$ cat config.mk
export PLATFORM = sky130hd
export DESIGN_NAME = mecanum_joystick_wheel_mixer
export DESIGN_NICKNAME = d
export VERILOG_FILES = /design/src/rtl/core/mjwm_pkg.sv /design/src/rtl/core/mecanum_joystick_wheel_mixer.sv /design/src/rtl/core/mjwm_front.sv /design/src/rtl/core/mjwm_div.sv /design/src/rtl/core/mjwm_mix.sv
export VERILOG_INCLUDE_DIRS = /design/src /design/src/rtl/core
export SDC_FILE = /design/constraint.sdc
export NUM_CORES = 2
export LEC_CHECK = 0
export ABC_AREA = 1
export BUFFER_PORTS_ARGS = -buffer_cell sky130_fd_sc_hd__buf_2
export CORE_ASPECT_RATIO = 0.6
export CORE_MARGIN = 5
export CORE_UTILIZATION = 60
export CTS_BUF_LIST = sky130_fd_sc_hd__clkbuf_16
export DETAILED_ROUTE_END_ITERATION = 10
export PLACE_DENSITY = 0.77
export SLEW_MARGIN = 40
export SYNTH_ARGS = -nofsm -noshare
export SYNTH_HDL_FRONTEND = slang
export SYNTH_HIERARCHICAL = 1
export SYNTH_SLANG_ARGS = --single-unit
$ cat constraint.sdc
create_clock -name clk_i -period 57.6 [get_ports clk_i]
set_input_delay 17.28 -clock clk_i [delete_from_list [all_inputs] [get_ports clk_i]]
set_output_delay 17.28 -clock clk_i [all_outputs]
set_load 0.02 [all_outputs]
$ cat src/rtl/core/mecanum_joystick_wheel_mixer_defines.svh
// assertion macros for the mecanum wheel mixer
// used by the top level only, relies on clk_i and rst_ni in the including scope
`ifndef MECANUM_JOYSTICK_WHEEL_MIXER_DEFINES_SVH
`define MECANUM_JOYSTICK_WHEEL_MIXER_DEFINES_SVH
`ifndef SYNTHESIS
`define MJWM_ASSERT_SAME(lbl, ante, cons, msg) \
  lbl: assert property (@(posedge clk_i) disable iff (!rst_ni) (ante) |-> (cons)) \
    else $error(msg);
`define MJWM_ASSERT_NEXT(lbl, ante, cons, msg) \
  lbl: assert property (@(posedge clk_i) disable iff (!rst_ni) (ante) |=> (cons)) \
    else $error(msg);
`else
`define MJWM_ASSERT_SAME(lbl, ante, cons, msg)
`define MJWM_ASSERT_NEXT(lbl, ante, cons, msg)
`endif
`endif

$ cat src/rtl/core/mjwm_pkg.sv
// types and constants shared by the mecanum wheel mixer
// no dependencies
`timescale 1ns / 1ps
`default_nettype none

package mjwm_pkg;

  localparam int unsigned AXIS_W     = 8;
  localparam int unsigned GEAR_W     = 2;
  localparam int unsigned SPEED_W    = 16;
  localparam int unsigned CENTER_W   = 8;
  localparam int unsigned BAND_W     = 7;
  localparam int unsigned LIMIT_W    = 15;
  localparam int unsigned CFG_DATA_W = 15;
  localparam int unsigned CFG_IDX_W  = 2;

  // signed dead band offset and its magnitude
  localparam int unsigned OFS_W      = 9;
  localparam int unsigned MAG_W      = 8;
  // band * magnitude, also the quotient width
  localparam int unsigned PROD_W     = 15;
  localparam int unsigned DIV_BITS   = 3;
  localparam int unsigned DIV_STAGES = PROD_W / DIV_BITS;
  // boosted axis, wheel sum, gear scale and scaled wheel
  localparam int unsigned BOOST_W    = 17;
  localparam int unsigned WHEEL_W    = 18;
  localparam int unsigned SCALE_W    = 7;
  localparam int unsigned SCALED_W   = 25;

  localparam int unsigned GEAR_SCALE     = 30;
  localparam int unsigned ROT_EXTRA_BAND = 5;
  // x / 3 == (x * 171) >> 9 for any 8 bit x
  localparam int unsigned DIV3_RECIP     = 171;
  localparam int unsigned DIV3_SHIFT     = 9;

  localparam logic [CENTER_W-1:0] CENTER_RST = 8'd128;
  localparam logic [BAND_W-1:0]   BAND_RST   = 7'd10;
  localparam logic [LIMIT_W-1:0]  LIMIT_RST  = 15'd3000;

  typedef enum logic [CFG_IDX_W-1:0] {
    CFG_STICK_CENTER = 2'd0,
    CFG_DEAD_BAND    = 2'd1,
    CFG_SPEED_LIMIT  = 2'd2
  } cfg_idx_e;

  typedef struct packed {
    logic [CENTER_W-1:0] stick_center;
    logic [BAND_W-1:0]   dead_band;
    logic [LIMIT_W-1:0]  speed_limit;
  } cfg_t;

  typedef struct packed {
    logic [AXIS_W-1:0] strafe_axis;
    logic [AXIS_W-1:0] drive_axis;
    logic [AXIS_W-1:0] rotate_axis;
    logic [GEAR_W-1:0] speed_gear;
    logic              auto_mode;
  } in_item_t;

  typedef struct packed {
    logic signed [SPEED_W-1:0] front_left_speed;
    logic signed [SPEED_W-1:0] rear_left_speed;
    logic signed [SPEED_W-1:0] front_right_speed;
    logic signed [SPEED_W-1:0] rear_right_speed;
    logic                      speeds_valid;
    logic                      strafe_active;
    logic                      drive_active;
  } out_item_t;

  // fields that ride alongside the boost divider
  typedef struct packed {
    logic                    x_neg;
    logic                    y_neg;
    logic [MAG_W-1:0]        x_mag;
    logic [MAG_W-1:0]        y_mag;
    logic signed [OFS_W-1:0] rot;
    logic [GEAR_W-1:0]       gear;
    logic                    auto_mode;
    logic                    strafe_active;
    logic                    drive_active;
  } side_t;

  typedef struct packed {
    side_t             side;
    logic [PROD_W-1:0] prod_x;
    logic [PROD_W-1:0] prod_y;
  } front_out_t;

  typedef struct packed {
    side_t             side;
    logic [PROD_W-1:0] quot_x;
    logic [PROD_W-1:0] quot_y;
  } quot_t;

endpackage

`default_nettype wire

$ cat src/rtl/core/mecanum_joystick_wheel_mixer.sv
// top level of the mecanum wheel mixer: config registers and the three pipeline sections
// depends on mjwm_pkg, mjwm_front, mjwm_div, mjwm_mix and the assertion macro header
//
//   port group    dir  handshake               payload
//   in            in   in_valid_i / in_stall_o  in_item_i  (mjwm_pkg::in_item_t)
//   out           out  out_valid_o/out_stall_i  out_item_o (mjwm_pkg::out_item_t)
//   cfg           in   cfg_we_i                 cfg_idx_i, cfg_wdata_i
//
// one beat per cycle while out_stall_i is low, through 11 register
// stages, 2 front, 5 divider (3 quotient bits each, set by the 15 bit boost divide)
// and 4 mix, the last of which is the output register. each stage moves on when it
// is empty or the next one moves, so bubbles close up under a stall and in_stall_o
// only rises once every stage is full. reset clears the valid bits and loads
// center 128, band 10, limit 3000
`timescale 1ns / 1ps
`default_nettype none
`include "mecanum_joystick_wheel_mixer_defines.svh"

module mecanum_joystick_wheel_mixer (
  input  logic                            clk_i,
  input  logic                            rst_ni,
  input  logic                            cfg_we_i,
  input  logic [mjwm_pkg::CFG_IDX_W-1:0]  cfg_idx_i,
  input  logic [mjwm_pkg::CFG_DATA_W-1:0] cfg_wdata_i,
  input  logic                            in_valid_i,
  output logic                            in_stall_o,
  input  mjwm_pkg::in_item_t              in_item_i,
  output logic                            out_valid_o,
  input  logic                            out_stall_i,
  output mjwm_pkg::out_item_t             out_item_o
);
  import mjwm_pkg::*;

  cfg_t       cfg_q;
  logic       front_valid, front_stall;
  front_out_t front_data;
  logic       div_valid, div_stall;
  quot_t      div_data;

  always_ff @(posedge clk_i or negedge rst_ni) begin
    if (!rst_ni) begin
      cfg_q.stick_center <= CENTER_RST;
      cfg_q.dead_band    <= BAND_RST;
      cfg_q.speed_limit  <= LIMIT_RST;
    end else if (cfg_we_i) begin
      unique case (cfg_idx_e'(cfg_idx_i))
        CFG_STICK_CENTER: cfg_q.stick_center <= cfg_wdata_i[CENTER_W-1:0];
        CFG_DEAD_BAND:    cfg_q.dead_band    <= cfg_wdata_i[BAND_W-1:0];
        CFG_SPEED_LIMIT:  cfg_q.speed_limit  <= cfg_wdata_i[LIMIT_W-1:0];
        default: ;
      endcase
    end
  end

  mjwm_front u_front (
    .clk_i   (clk_i),
    .rst_ni  (rst_ni),
    .cfg_i   (cfg_q),
    .valid_i (in_valid_i),
    .stall_o (in_stall_o),
    .item_i  (in_item_i),
    .valid_o (front_valid),
    .stall_i (front_stall),
    .data_o  (front_data)
  );

  mjwm_div u_div (
    .clk_i     (clk_i),
    .rst_ni    (rst_ni),
    .divisor_i (cfg_q.stick_center),
    .valid_i   (front_valid),
    .stall_o   (front_stall),
    .data_i    (front_data),
    .valid_o   (div_valid),
    .stall_i   (div_stall),
    .data_o    (div_data)
  );

  mjwm_mix u_mix (
    .clk_i   (clk_i),
    .rst_ni  (rst_ni),
    .cfg_i   (cfg_q),
    .valid_i (div_valid),
    .stall_o (div_stall),
    .data_i  (div_data),
    .valid_o (out_valid_o),
    .stall_i (out_stall_i),
    .item_o  (out_item_o)
  );

  // a free sink always lets the pipe take a new beat
  `MJWM_ASSERT_SAME(a_no_stall_when_sink_free, !out_stall_i, !in_stall_o, "input stalled with free sink")

  `MJWM_ASSERT_SAME(a_auto_blanks_speeds, out_valid_o && !out_item_o.speeds_valid, out_item_o.front_left_speed == '0 && out_item_o.rear_left_speed == '0 && out_item_o.front_right_speed == '0 && out_item_o.rear_right_speed == '0, "auto mode beat carries speeds")

  `MJWM_ASSERT_SAME(a_speed_within_limit, out_valid_o && out_item_o.speeds_valid, out_item_o.front_left_speed <= $signed({1'b0, cfg_q.speed_limit}) && out_item_o.front_left_speed >= -$signed({1'b0, cfg_q.speed_limit}) && out_item_o.rear_right_speed <= $signed({1'b0, cfg_q.speed_limit}) && out_item_o.rear_right_speed >= -$signed({1'b0, cfg_q.speed_limit}), "wheel speed beyond limit")

  `MJWM_ASSERT_NEXT(a_limit_write_lands, cfg_we_i && cfg_idx_i == CFG_SPEED_LIMIT, cfg_q.speed_limit == $past(cfg_wdata_i[LIMIT_W-1:0]), "speed limit write lost")

endmodule

`default_nettype wire

$ cat src/rtl/core/mjwm_front.sv
// front end: dead band offsets, boost products and rotation divide
// depends on mjwm_pkg
`timescale 1ns / 1ps
`default_nettype none

module mjwm_front (
  input  logic                 clk_i,
  input  logic                 rst_ni,
  input  mjwm_pkg::cfg_t       cfg_i,
  input  logic                 valid_i,
  output logic                 stall_o,
  input  mjwm_pkg::in_item_t   item_i,
  output logic                 valid_o,
  input  logic                 stall_i,
  output mjwm_pkg::front_out_t data_o
);
  import mjwm_pkg::*;

  localparam int unsigned EDGE_W = 11;
  localparam int unsigned RMUL_W = 17;

  typedef struct packed {
    logic                    active;
    logic signed [OFS_W-1:0] ofs;
  } band_res_t;

  typedef struct packed {
    logic signed [OFS_W-1:0] x_ofs;
    logic signed [OFS_W-1:0] y_ofs;
    logic signed [OFS_W-1:0] r_ofs;
    logic [GEAR_W-1:0]       gear;
    logic                    auto_mode;
    logic                    strafe_active;
    logic                    drive_active;
  } ofs_t;

  function automatic band_res_t band_offset(input logic [AXIS_W-1:0] v,
                                            input logic [AXIS_W-1:0] c,
                                            input logic [AXIS_W-1:0] band);
    logic signed [EDGE_W-1:0] vs;
    logic signed [EDGE_W-1:0] lo;
    logic signed [EDGE_W-1:0] hi;
    logic signed [EDGE_W-1:0] diff;
    band_res_t                res;
    vs = $signed({{(EDGE_W-AXIS_W){1'b0}}, v});
    lo = $signed({{(EDGE_W-AXIS_W){1'b0}}, c}) - $signed({{(EDGE_W-AXIS_W){1'b0}}, band});
    hi = $signed({{(EDGE_W-AXIS_W){1'b0}}, c}) + $signed({{(EDGE_W-AXIS_W){1'b0}}, band});
    if (vs < lo) begin
      res.active = 1'b1;
      diff       = vs - lo;
    end else if (vs < hi) begin
      res.active = 1'b0;
      diff       = '0;
    end else begin
      res.active = 1'b1;
      diff       = vs - hi;
    end
    res.ofs = diff[OFS_W-1:0];
    return res;
  endfunction

  logic adv1, adv2;
  logic s1_v_q, s2_v_q;
  ofs_t s1_d, s1_q;
  front_out_t s2_d, s2_q;

  band_res_t band_x, band_y, band_r;
  logic [AXIS_W-1:0] band_l, band_rot;

  logic signed [OFS_W-1:0] x_abs, y_abs, r_abs;
  logic [MAG_W-1:0]        r_mag, r_quot;
  logic [RMUL_W-1:0]       r_mul;

  assign adv2    = !s2_v_q || !stall_i;
  assign adv1    = !s1_v_q || adv2;
  assign stall_o = !adv1;
  assign valid_o = s2_v_q;
  assign data_o  = s2_q;

  // stage 1: dead band
  always_comb begin
    band_l   = {1'b0, cfg_i.dead_band};
    band_rot = band_l + AXIS_W'(ROT_EXTRA_BAND);
    band_x   = band_offset(item_i.strafe_axis, cfg_i.stick_center, band_l);
    band_y   = band_offset(item_i.drive_axis, cfg_i.stick_center, band_l);
    band_r   = band_offset(item_i.rotate_axis, cfg_i.stick_center, band_rot);
    s1_d.x_ofs         = band_x.ofs;
    s1_d.y_ofs         = band_y.ofs;
    s1_d.r_ofs         = band_r.ofs;
    s1_d.gear          = item_i.speed_gear;
    s1_d.auto_mode     = item_i.auto_mode;
    s1_d.strafe_active = band_x.active;
    s1_d.drive_active  = band_y.active;
  end

  // stage 2: magnitudes, boost numerators, rotation over (4 - gear)
  always_comb begin
    x_abs  = s1_q.x_ofs[OFS_W-1] ? -s1_q.x_ofs : s1_q.x_ofs;
    y_abs  = s1_q.y_ofs[OFS_W-1] ? -s1_q.y_ofs : s1_q.y_ofs;
    r_abs  = s1_q.r_ofs[OFS_W-1] ? -s1_q.r_ofs : s1_q.r_ofs;
    r_mag  = r_abs[MAG_W-1:0];
    r_mul  = {{(RMUL_W-MAG_W){1'b0}}, r_mag} * RMUL_W'(DIV3_RECIP);
    case (s1_q.gear)
      2'd0:    r_quot = r_mag >> 2;
      2'd1:    r_quot = r_mul[DIV3_SHIFT +: MAG_W];
      2'd2:    r_quot = r_mag >> 1;
      default: r_quot = r_mag;
    endcase
    s2_d.side.x_neg = s1_q.x_ofs[OFS_W-1];
    s2_d.side.y_neg = s1_q.y_ofs[OFS_W-1];
    s2_d.side.x_mag = x_abs[MAG_W-1:0];
    s2_d.side.y_mag = y_abs[MAG_W-1:0];
    s2_d.side.rot   = s1_q.r_ofs[OFS_W-1] ? -$signed({1'b0, r_quot})
                                          : $signed({1'b0, r_quot});
    s2_d.side.gear          = s1_q.gear;
    s2_d.side.auto_mode     = s1_q.auto_mode;
    s2_d.side.strafe_active = s1_q.strafe_active;
    s2_d.side.drive_active  = s1_q.drive_active;
    s2_d.prod_x = {{(PROD_W-BAND_W){1'b0}}, cfg_i.dead_band}
                * {{(PROD_W-MAG_W){1'b0}}, x_abs[MAG_W-1:0]};
    s2_d.prod_y = {{(PROD_W-BAND_W){1'b0}}, cfg_i.dead_band}
                * {{(PROD_W-MAG_W){1'b0}}, y_abs[MAG_W-1:0]};
  end

  always_ff @(posedge clk_i or negedge rst_ni) begin
    if (!rst_ni) begin
      s1_v_q <= 1'b0;
      s2_v_q <= 1'b0;
    end else begin
      if (adv1) begin
        s1_v_q <= valid_i;
      end
      if (adv2) begin
        s2_v_q <= s1_v_q;
      end
    end
  end

  always_ff @(posedge clk_i) begin
    if (adv1) begin
      s1_q <= s1_d;
    end
    if (adv2) begin
      s2_q <= s2_d;
    end
  end

endmodule

`default_nettype wire

$ cat src/rtl/core/mjwm_div.sv
// pipelined restoring divider for the two boost terms, three quotient bits per stage
// depends on mjwm_pkg
`timescale 1ns / 1ps
`default_nettype none

module mjwm_div (
  input  logic                          clk_i,
  input  logic                          rst_ni,
  input  logic [mjwm_pkg::CENTER_W-1:0] divisor_i,
  input  logic                          valid_i,
  output logic                          stall_o,
  input  mjwm_pkg::front_out_t          data_i,
  output logic                          valid_o,
  input  logic                          stall_i,
  output mjwm_pkg::quot_t               data_o
);
  import mjwm_pkg::*;

  typedef struct packed {
    logic [CENTER_W-1:0] rem;
    logic [PROD_W-1:0]   acc;
  } div_res_t;

  // acc holds the dividend bits still to go on top and the quotient bits below
  function automatic div_res_t div_steps(input logic [CENTER_W-1:0] rem,
                                         input logic [PROD_W-1:0]   acc,
                                         input logic [CENTER_W-1:0] dvs);
    logic [CENTER_W:0]   trial;
    logic [CENTER_W:0]   diff;
    logic [CENTER_W-1:0] r;
    logic [PROD_W-1:0]   a;
    div_res_t            res;
    r = rem;
    a = acc;
    for (int i = 0; i < DIV_BITS; i++) begin
      trial = {r, a[PROD_W-1]};
      a     = {a[PROD_W-2:0], 1'b0};
      diff  = trial - {1'b0, dvs};
      if (trial >= {1'b0, dvs}) begin
        r    = diff[CENTER_W-1:0];
        a[0] = 1'b1;
      end else begin
        r = trial[CENTER_W-1:0];
      end
    end
    res.rem = r;
    res.acc = a;
    return res;
  endfunction

  logic [DIV_STAGES:0]   adv;
  logic [DIV_STAGES-1:0] v_q;
  logic [DIV_STAGES-1:0] v_src;

  logic [CENTER_W-1:0] rem_x_q   [DIV_STAGES];
  logic [CENTER_W-1:0] rem_y_q   [DIV_STAGES];
  logic [PROD_W-1:0]   acc_x_q   [DIV_STAGES];
  logic [PROD_W-1:0]   acc_y_q   [DIV_STAGES];
  side_t               side_q    [DIV_STAGES];
  logic [CENTER_W-1:0] rem_x_src [DIV_STAGES];
  logic [CENTER_W-1:0] rem_y_src [DIV_STAGES];
  logic [PROD_W-1:0]   acc_x_src [DIV_STAGES];
  logic [PROD_W-1:0]   acc_y_src [DIV_STAGES];
  side_t               side_src  [DIV_STAGES];
  div_res_t            step_x    [DIV_STAGES];
  div_res_t            step_y    [DIV_STAGES];

  always_comb begin
    adv[DIV_STAGES] = !stall_i;
    for (int s = DIV_STAGES - 1; s >= 0; s--) begin
      adv[s] = !v_q[s] || adv[s+1];
    end

    v_src[0]     = valid_i;
    rem_x_src[0] = '0;
    rem_y_src[0] = '0;
    acc_x_src[0] = data_i.prod_x;
    acc_y_src[0] = data_i.prod_y;
    side_src[0]  = data_i.side;
    for (int s = 1; s < DIV_STAGES; s++) begin
      v_src[s]     = v_q[s-1];
      rem_x_src[s] = rem_x_q[s-1];
      rem_y_src[s] = rem_y_q[s-1];
      acc_x_src[s] = acc_x_q[s-1];
      acc_y_src[s] = acc_y_q[s-1];
      side_src[s]  = side_q[s-1];
    end

    for (int s = 0; s < DIV_STAGES; s++) begin
      step_x[s] = div_steps(rem_x_src[s], acc_x_src[s], divisor_i);
      step_y[s] = div_steps(rem_y_src[s], acc_y_src[s], divisor_i);
    end
  end

  assign stall_o       = !adv[0];
  assign valid_o       = v_q[DIV_STAGES-1];
  assign data_o.side   = side_q[DIV_STAGES-1];
  assign data_o.quot_x = acc_x_q[DIV_STAGES-1];
  assign data_o.quot_y = acc_y_q[DIV_STAGES-1];

  always_ff @(posedge clk_i or negedge rst_ni) begin
    if (!rst_ni) begin
      v_q <= '0;
    end else begin
      for (int s = 0; s < DIV_STAGES; s++) begin
        if (adv[s]) begin
          v_q[s] <= v_src[s];
        end
      end
    end
  end

  always_ff @(posedge clk_i) begin
    for (int s = 0; s < DIV_STAGES; s++) begin
      if (adv[s]) begin
        rem_x_q[s] <= step_x[s].rem;
        rem_y_q[s] <= step_y[s].rem;
        acc_x_q[s] <= step_x[s].acc;
        acc_y_q[s] <= step_y[s].acc;
        side_q[s]  <= side_src[s];
      end
    end
  end

endmodule

`default_nettype wire

$ cat src/rtl/core/mjwm_mix.sv
// back end: boost add, wheel mixing, gear scaling, saturation and auto mode blanking
// depends on mjwm_pkg
`timescale 1ns / 1ps
`default_nettype none

module mjwm_mix (
  input  logic                clk_i,
  input  logic                rst_ni,
  input  mjwm_pkg::cfg_t      cfg_i,
  input  logic                valid_i,
  output logic                stall_o,
  input  mjwm_pkg::quot_t     data_i,
  output logic                valid_o,
  input  logic                stall_i,
  output mjwm_pkg::out_item_t item_o
);
  import mjwm_pkg::*;

  localparam int unsigned NUM_WHEELS = 4;
  localparam int unsigned BMAG_W     = BOOST_W - 1;

  typedef struct packed {
    logic signed [BOOST_W-1:0] bx;
    logic signed [BOOST_W-1:0] by;
    logic signed [OFS_W-1:0]   rot;
    logic [GEAR_W-1:0]         gear;
    logic                      auto_mode;
    logic                      strafe_active;
    logic                      drive_active;
  } boost_t;

  typedef struct packed {
    logic       auto_mode;
    logic       strafe_active;
    logic       drive_active;
  } flags_t;

  logic adv1, adv2, adv3, adv4;
  logic v1_q, v2_q, v3_q, v4_q;

  boost_t b_d, b_q;
  logic [BMAG_W-1:0] mag_x, mag_y;

  logic signed [WHEEL_W-1:0] ex, ey, er;
  logic signed [WHEEL_W-1:0] wheel_d [NUM_WHEELS];
  logic signed [WHEEL_W-1:0] wheel_q [NUM_WHEELS];
  logic [SCALE_W-1:0]        scale_d, scale_q;
  flags_t                    f2_q, f3_q;

  logic signed [SCALED_W-1:0] scaled_d [NUM_WHEELS];
  logic signed [SCALED_W-1:0] scaled_q [NUM_WHEELS];
  logic signed [SCALED_W-1:0] lim_pos, lim_neg;
  logic signed [SCALED_W-1:0] sat     [NUM_WHEELS];
  out_item_t                  item_d, item_q;

  assign adv4    = !v4_q || !stall_i;
  assign adv3    = !v3_q || adv4;
  assign adv2    = !v2_q || adv3;
  assign adv1    = !v1_q || adv2;
  assign stall_o = !adv1;
  assign valid_o = v4_q;
  assign item_o  = item_q;

  // stage 1: |v| + band*|v|/center, sign put back; a zero center adds nothing
  always_comb begin
    mag_x = {{(BMAG_W-MAG_W){1'b0}}, data_i.side.x_mag}
          + ((cfg_i.stick_center == '0) ? '0 : {{(BMAG_W-PROD_W){1'b0}}, data_i.quot_x});
    mag_y = {{(BMAG_W-MAG_W){1'b0}}, data_i.side.y_mag}
          + ((cfg_i.stick_center == '0) ? '0 : {{(BMAG_W-PROD_W){1'b0}}, data_i.quot_y});
    b_d.bx = data_i.side.x_neg ? -$signed({1'b0, mag_x}) : $signed({1'b0, mag_x});
    b_d.by = data_i.side.y_neg ? -$signed({1'b0, mag_y}) : $signed({1'b0, mag_y});
    b_d.rot           = data_i.side.rot;
    b_d.gear          = data_i.side.gear;
    b_d.auto_mode     = data_i.side.auto_mode;
    b_d.strafe_active = data_i.side.strafe_active;
    b_d.drive_active  = data_i.side.drive_active;
  end

  // stage 2: mecanum mix, wheel order fl, rl, fr, rr
  always_comb begin
    ex = {{(WHEEL_W-BOOST_W){b_q.bx[BOOST_W-1]}}, b_q.bx};
    ey = {{(WHEEL_W-BOOST_W){b_q.by[BOOST_W-1]}}, b_q.by};
    er = {{(WHEEL_W-OFS_W){b_q.rot[OFS_W-1]}}, b_q.rot};
    wheel_d[0] = -ey - ex - er;
    wheel_d[1] = -ey + ex - er;
    wheel_d[2] = ey - ex - er;
    wheel_d[3] = ey + ex - er;
    scale_d = ({{(SCALE_W-GEAR_W){1'b0}}, b_q.gear} + SCALE_W'(1)) * SCALE_W'(GEAR_SCALE);
  end

  // stage 3: gear scaling
  always_comb begin
    for (int w = 0; w < NUM_WHEELS; w++) begin
      scaled_d[w] = {{(SCALED_W-WHEEL_W){wheel_q[w][WHEEL_W-1]}}, wheel_q[w]}
                  * $signed({{(SCALED_W-SCALE_W){1'b0}}, scale_q});
    end
  end

  // stage 4: clamp to +/- limit, auto mode blanks the speeds
  always_comb begin
    lim_pos = $signed({{(SCALED_W-LIMIT_W){1'b0}}, cfg_i.speed_limit});
    lim_neg = -lim_pos;
    for (int w = 0; w < NUM_WHEELS; w++) begin
      if (scaled_q[w] >= lim_pos) begin
        sat[w] = lim_pos;
      end else if (scaled_q[w] <= lim_neg) begin
        sat[w] = lim_neg;
      end else begin
        sat[w] = scaled_q[w];
      end
    end
    item_d.front_left_speed  = f3_q.auto_mode ? '0 : sat[0][SPEED_W-1:0];
    item_d.rear_left_speed   = f3_q.auto_mode ? '0 : sat[1][SPEED_W-1:0];
    item_d.front_right_speed = f3_q.auto_mode ? '0 : sat[2][SPEED_W-1:0];
    item_d.rear_right_speed  = f3_q.auto_mode ? '0 : sat[3][SPEED_W-1:0];
    item_d.speeds_valid      = !f3_q.auto_mode;
    item_d.strafe_active     = f3_q.strafe_active;
    item_d.drive_active      = f3_q.drive_active;
  end

  always_ff @(posedge clk_i or negedge rst_ni) begin
    if (!rst_ni) begin
      v1_q <= 1'b0;
      v2_q <= 1'b0;
      v3_q <= 1'b0;
      v4_q <= 1'b0;
    end else begin
      if (adv1) begin
        v1_q <= valid_i;
      end
      if (adv2) begin
        v2_q <= v1_q;
      end
      if (adv3) begin
        v3_q <= v2_q;
      end
      if (adv4) begin
        v4_q <= v3_q;
      end
    end
  end

  always_ff @(posedge clk_i) begin
    if (adv1) begin
      b_q <= b_d;
    end
    if (adv2) begin
      for (int w = 0; w < NUM_WHEELS; w++) begin
        wheel_q[w] <= wheel_d[w];
      end
      scale_q            <= scale_d;
      f2_q.auto_mode     <= b_q.auto_mode;
      f2_q.strafe_active <= b_q.strafe_active;
      f2_q.drive_active  <= b_q.drive_active;
    end
    if (adv3) begin
      for (int w = 0; w < NUM_WHEELS; w++) begin
        scaled_q[w] <= scaled_d[w];
      end
      f3_q <= f2_q;
    end
    if (adv4) begin
      item_q <= item_d;
    end
  end

endmodule

`default_nettype wire
==> qor.txt <==
filler cell count -> 10300
PortBufs -> 117
Max-Cap Viols -> 0
Net Count, Synth -> 10000
worst hold stages -> 0
H-tree depth -> 3
hold-fix buffers at CTS -> 0
Layout Area Growth over Synthesis -> 6.57%
die height -> 283 um
clk sinks -> 801
Overflow after GRT -> 0
critical path peak fanout -> 69
first-pass GRT wire length -> 326000 um
Wirelength per Cell -> 20.1 um
Final period util -> 69.9%
CTS Buf Count -> 82
RSZ-0062 raised after global routing -> no
asr flop ratio synth -> 5.12%
syn avg cell area -> 8.55 sq um
status -> finished clean
f_max -> 24.8 MHz
Seq cells post-synth -> 801
CP Capture Type -> output pin
vias in the first global route -> 56200
Crit Path Category -> input pin to output pin
Hold WS -> 403 ps
most frequent cells in the layout -> nand2_1, inv_1, ha_1
Clock Skews -> 33.3 ps
FP Rows -> 100
CTS Root Cell -> clkbuf_16
Detailed Place HPWL -> 169000 um
CTS tree -> built
DRC -> 0
Hold Fails Final Rpt -> 0
Arrival @ worst endpoint -> 22980 ps
Ys Warns -> 6
Seq/Total Area, Yosys -> 32.0%
# setup viols final -> 0
maximum buffer depth of the clock tree -> 3
routability cong. -> 1.06
Worst EP required -> 40320 ps
HP Class -> register to register
worst slew pin tran -> 1030 ps
Inst Count DP -> 10300
die area -> 132000 sq um
core area -> 124000 sq um
Post-Syn Area -> 74600 sq um
Tmin final -> 40260 ps
GRT Overall Usage -> 31.9%
Non-Filler Instances -> 10500
Sum Neg Setup Slack -> 0 ps
largest net degree at the start of global routing -> 72
DR iter-0 viols -> 7235
most common cell after layout, fill and taps aside -> nand2_1
WL final -> 211000 um
R2R depth -> 31
antenna violations before repair -> 14
via-per-instance ratio -> 5.71
fin worst setup slack -> 17340 ps
drt pass-1 iters -> 7
nets -> 10100
Final ANT Viol Nets -> 0
Yosys cell types -> 76
Top FF cell, synth -> edfxtp_1
via count -> 59900
Gate Count Post-Synth -> 8725
share of post-route cells with drive strength above 1 -> 7.45%
Die W -> 465 um
I/O pins -> 118
CTS resizes -> 0
postcts setup bufs -> 0
Post-synth EDFFs -> 760
initial core utilization -> 60.3%
pre-CTS WS -> 16870 ps
Setup crit start kind -> input pin
Slew HR -> 31.5%
max-slew violations -> 0
Skew-Pair Late Insertion Delay -> 700 ps
clock-pin slew on the worst setup and hold paths -> 70 ps
## path summary, 6_finish.rpt
path / start / slack, ps / to
hold reg to reg: u_div/side_q[0][130] / 400 / u_mix/b_q[2]
setup / recovery: out_stall_i / 17340 / in_stall_o
setup reg to reg: cfg_q[26] / 50570 / u_div/rem_x_q[0][24]
min in group asynchronous: rst_ni / 16700 / u_mix/valid_o
hold / removal: u_div/side_q[0][130] / 400 / u_mix/b_q[2]
max in group asynchronous: rst_ni / 40400 / cfg_q[21]
## kinds of logic after synthesis
kind of cell | Yosys count | share of synthesized area (%)
AOI/OAI and AO/OA | 959 | 7.32
muxes | 1 | 0.0151
DFF | 801 | 32.0
adders and majority gates | 1236 | 25.5
xor gates and xnor gates | 407 | 4.78
other | 1 | 0.00503
buffers and inverters | 1983 | 10.6
and+or+nand+nor | 3337 | 19.8
## Yosys cell counts (23+ instances only)
library cell / count / area share, %
nand2_1: 1993 / 10
inv_1: 1755 / 8.8
ha_1: 764 / 13
edfxtp_1: 760 / 31
a21oi_1: 476 / 3.2
fa_1: 472 / 13
nand3_1: 457 / 3.1
nor2_1: 395 / 2.0
xor2_1: 275 / 3.2
o21ai_0: 201 / 1.3
xnor2_1: 132 / 1.6
nand4_1: 113 / 0.95
nand2_2: 83 / 0.70
nor3_1: 76 / 0.51
buf_4: 71 / 0.71
clkbuf_1: 69 / 0.35
o21ai_1: 52 / 0.35
nand3b_1: 44 / 0.44
inv_2: 37 / 0.19
or2_2: 36 / 0.30
o21ai_2: 35 / 0.41
o21bai_1: 34 / 0.34
dfrtp_1: 31 / 1.0
o21a_1: 27 / 0.27
nand3_2: 25 / 0.34
nor2_2: 24 / 0.20
a21oi_2: 23 / 0.27
buf_6: 23 / 0.35
## worst max-delay path, cell delays in order
cell	delay [ps]
buf_2	90
nand2_2	50
buf_6	280
nor2_1	270
clkinv_2	540
nor2_1	330
clkinv_2	370
nor2_1	400
nand2_2	80
buf_6	250
nor2_1	210
clkinv_2	230
nor2_1	190
clkinv_2	420
nor2_1	280
clkinv_2	450
nor2_1	400
nand2_2	100
buf_6	280
nor2_1	220
buf_2	190
## final cells by class
type / count / area, sq um / area share, %
multi-input combinational: 5941 / 42900 / 54.0
sequential: 801 / 23900 / 30.0
inverter: 1796 / 6760 / 8.50
clock buffer: 84 / 2100 / 2.65
tap: 1632 / 2040 / 2.57
timing repair buffer: 170 / 1050 / 1.33
clock inverter: 67 / 739 / 0.931
antenna: 9 / 22.5 / 0.0283
## sequential cells by signal, indices dropped and copies added, names as in the netlist, 48 cells and up
register and cells:
u_div/side_q 160, u_mix/scaled_q 95, u_div/acc_x_q 75, u_div/acc_y_q 75, u_mix/wheel_q 71, u_mix/item_o 67
u_front/data_o 62, u_mix/b_q 48
## through the flow
| stage | utilization (%) | area [sq um] |
|---|---|---|
| after floorplan | - | 74600 |
| after global placement | 61.8 | 76400 |
| after detailed placement | 61.8 | 76500 |
| after CTS | 64.1 | 79400 |
| after global routing | 64.2 | 79400 |
| final | 64.2 | 79500 |
## metal layers
layer	share of wire (%)	up-vias	GRT usage [%]	wire (um)
met4	1.8	4	5.97	3850
met1	47	28500	51.3	98700
met3	15	264	12.3	32000
met5	0.044	-	0.433	92
met2	36	3083	40.0	76700
li1	-	28100	-	-
Power is left out: the tool's default activity adds up to more than one toggle a clock period on the data nets, which glitch-free logic cannot reach.
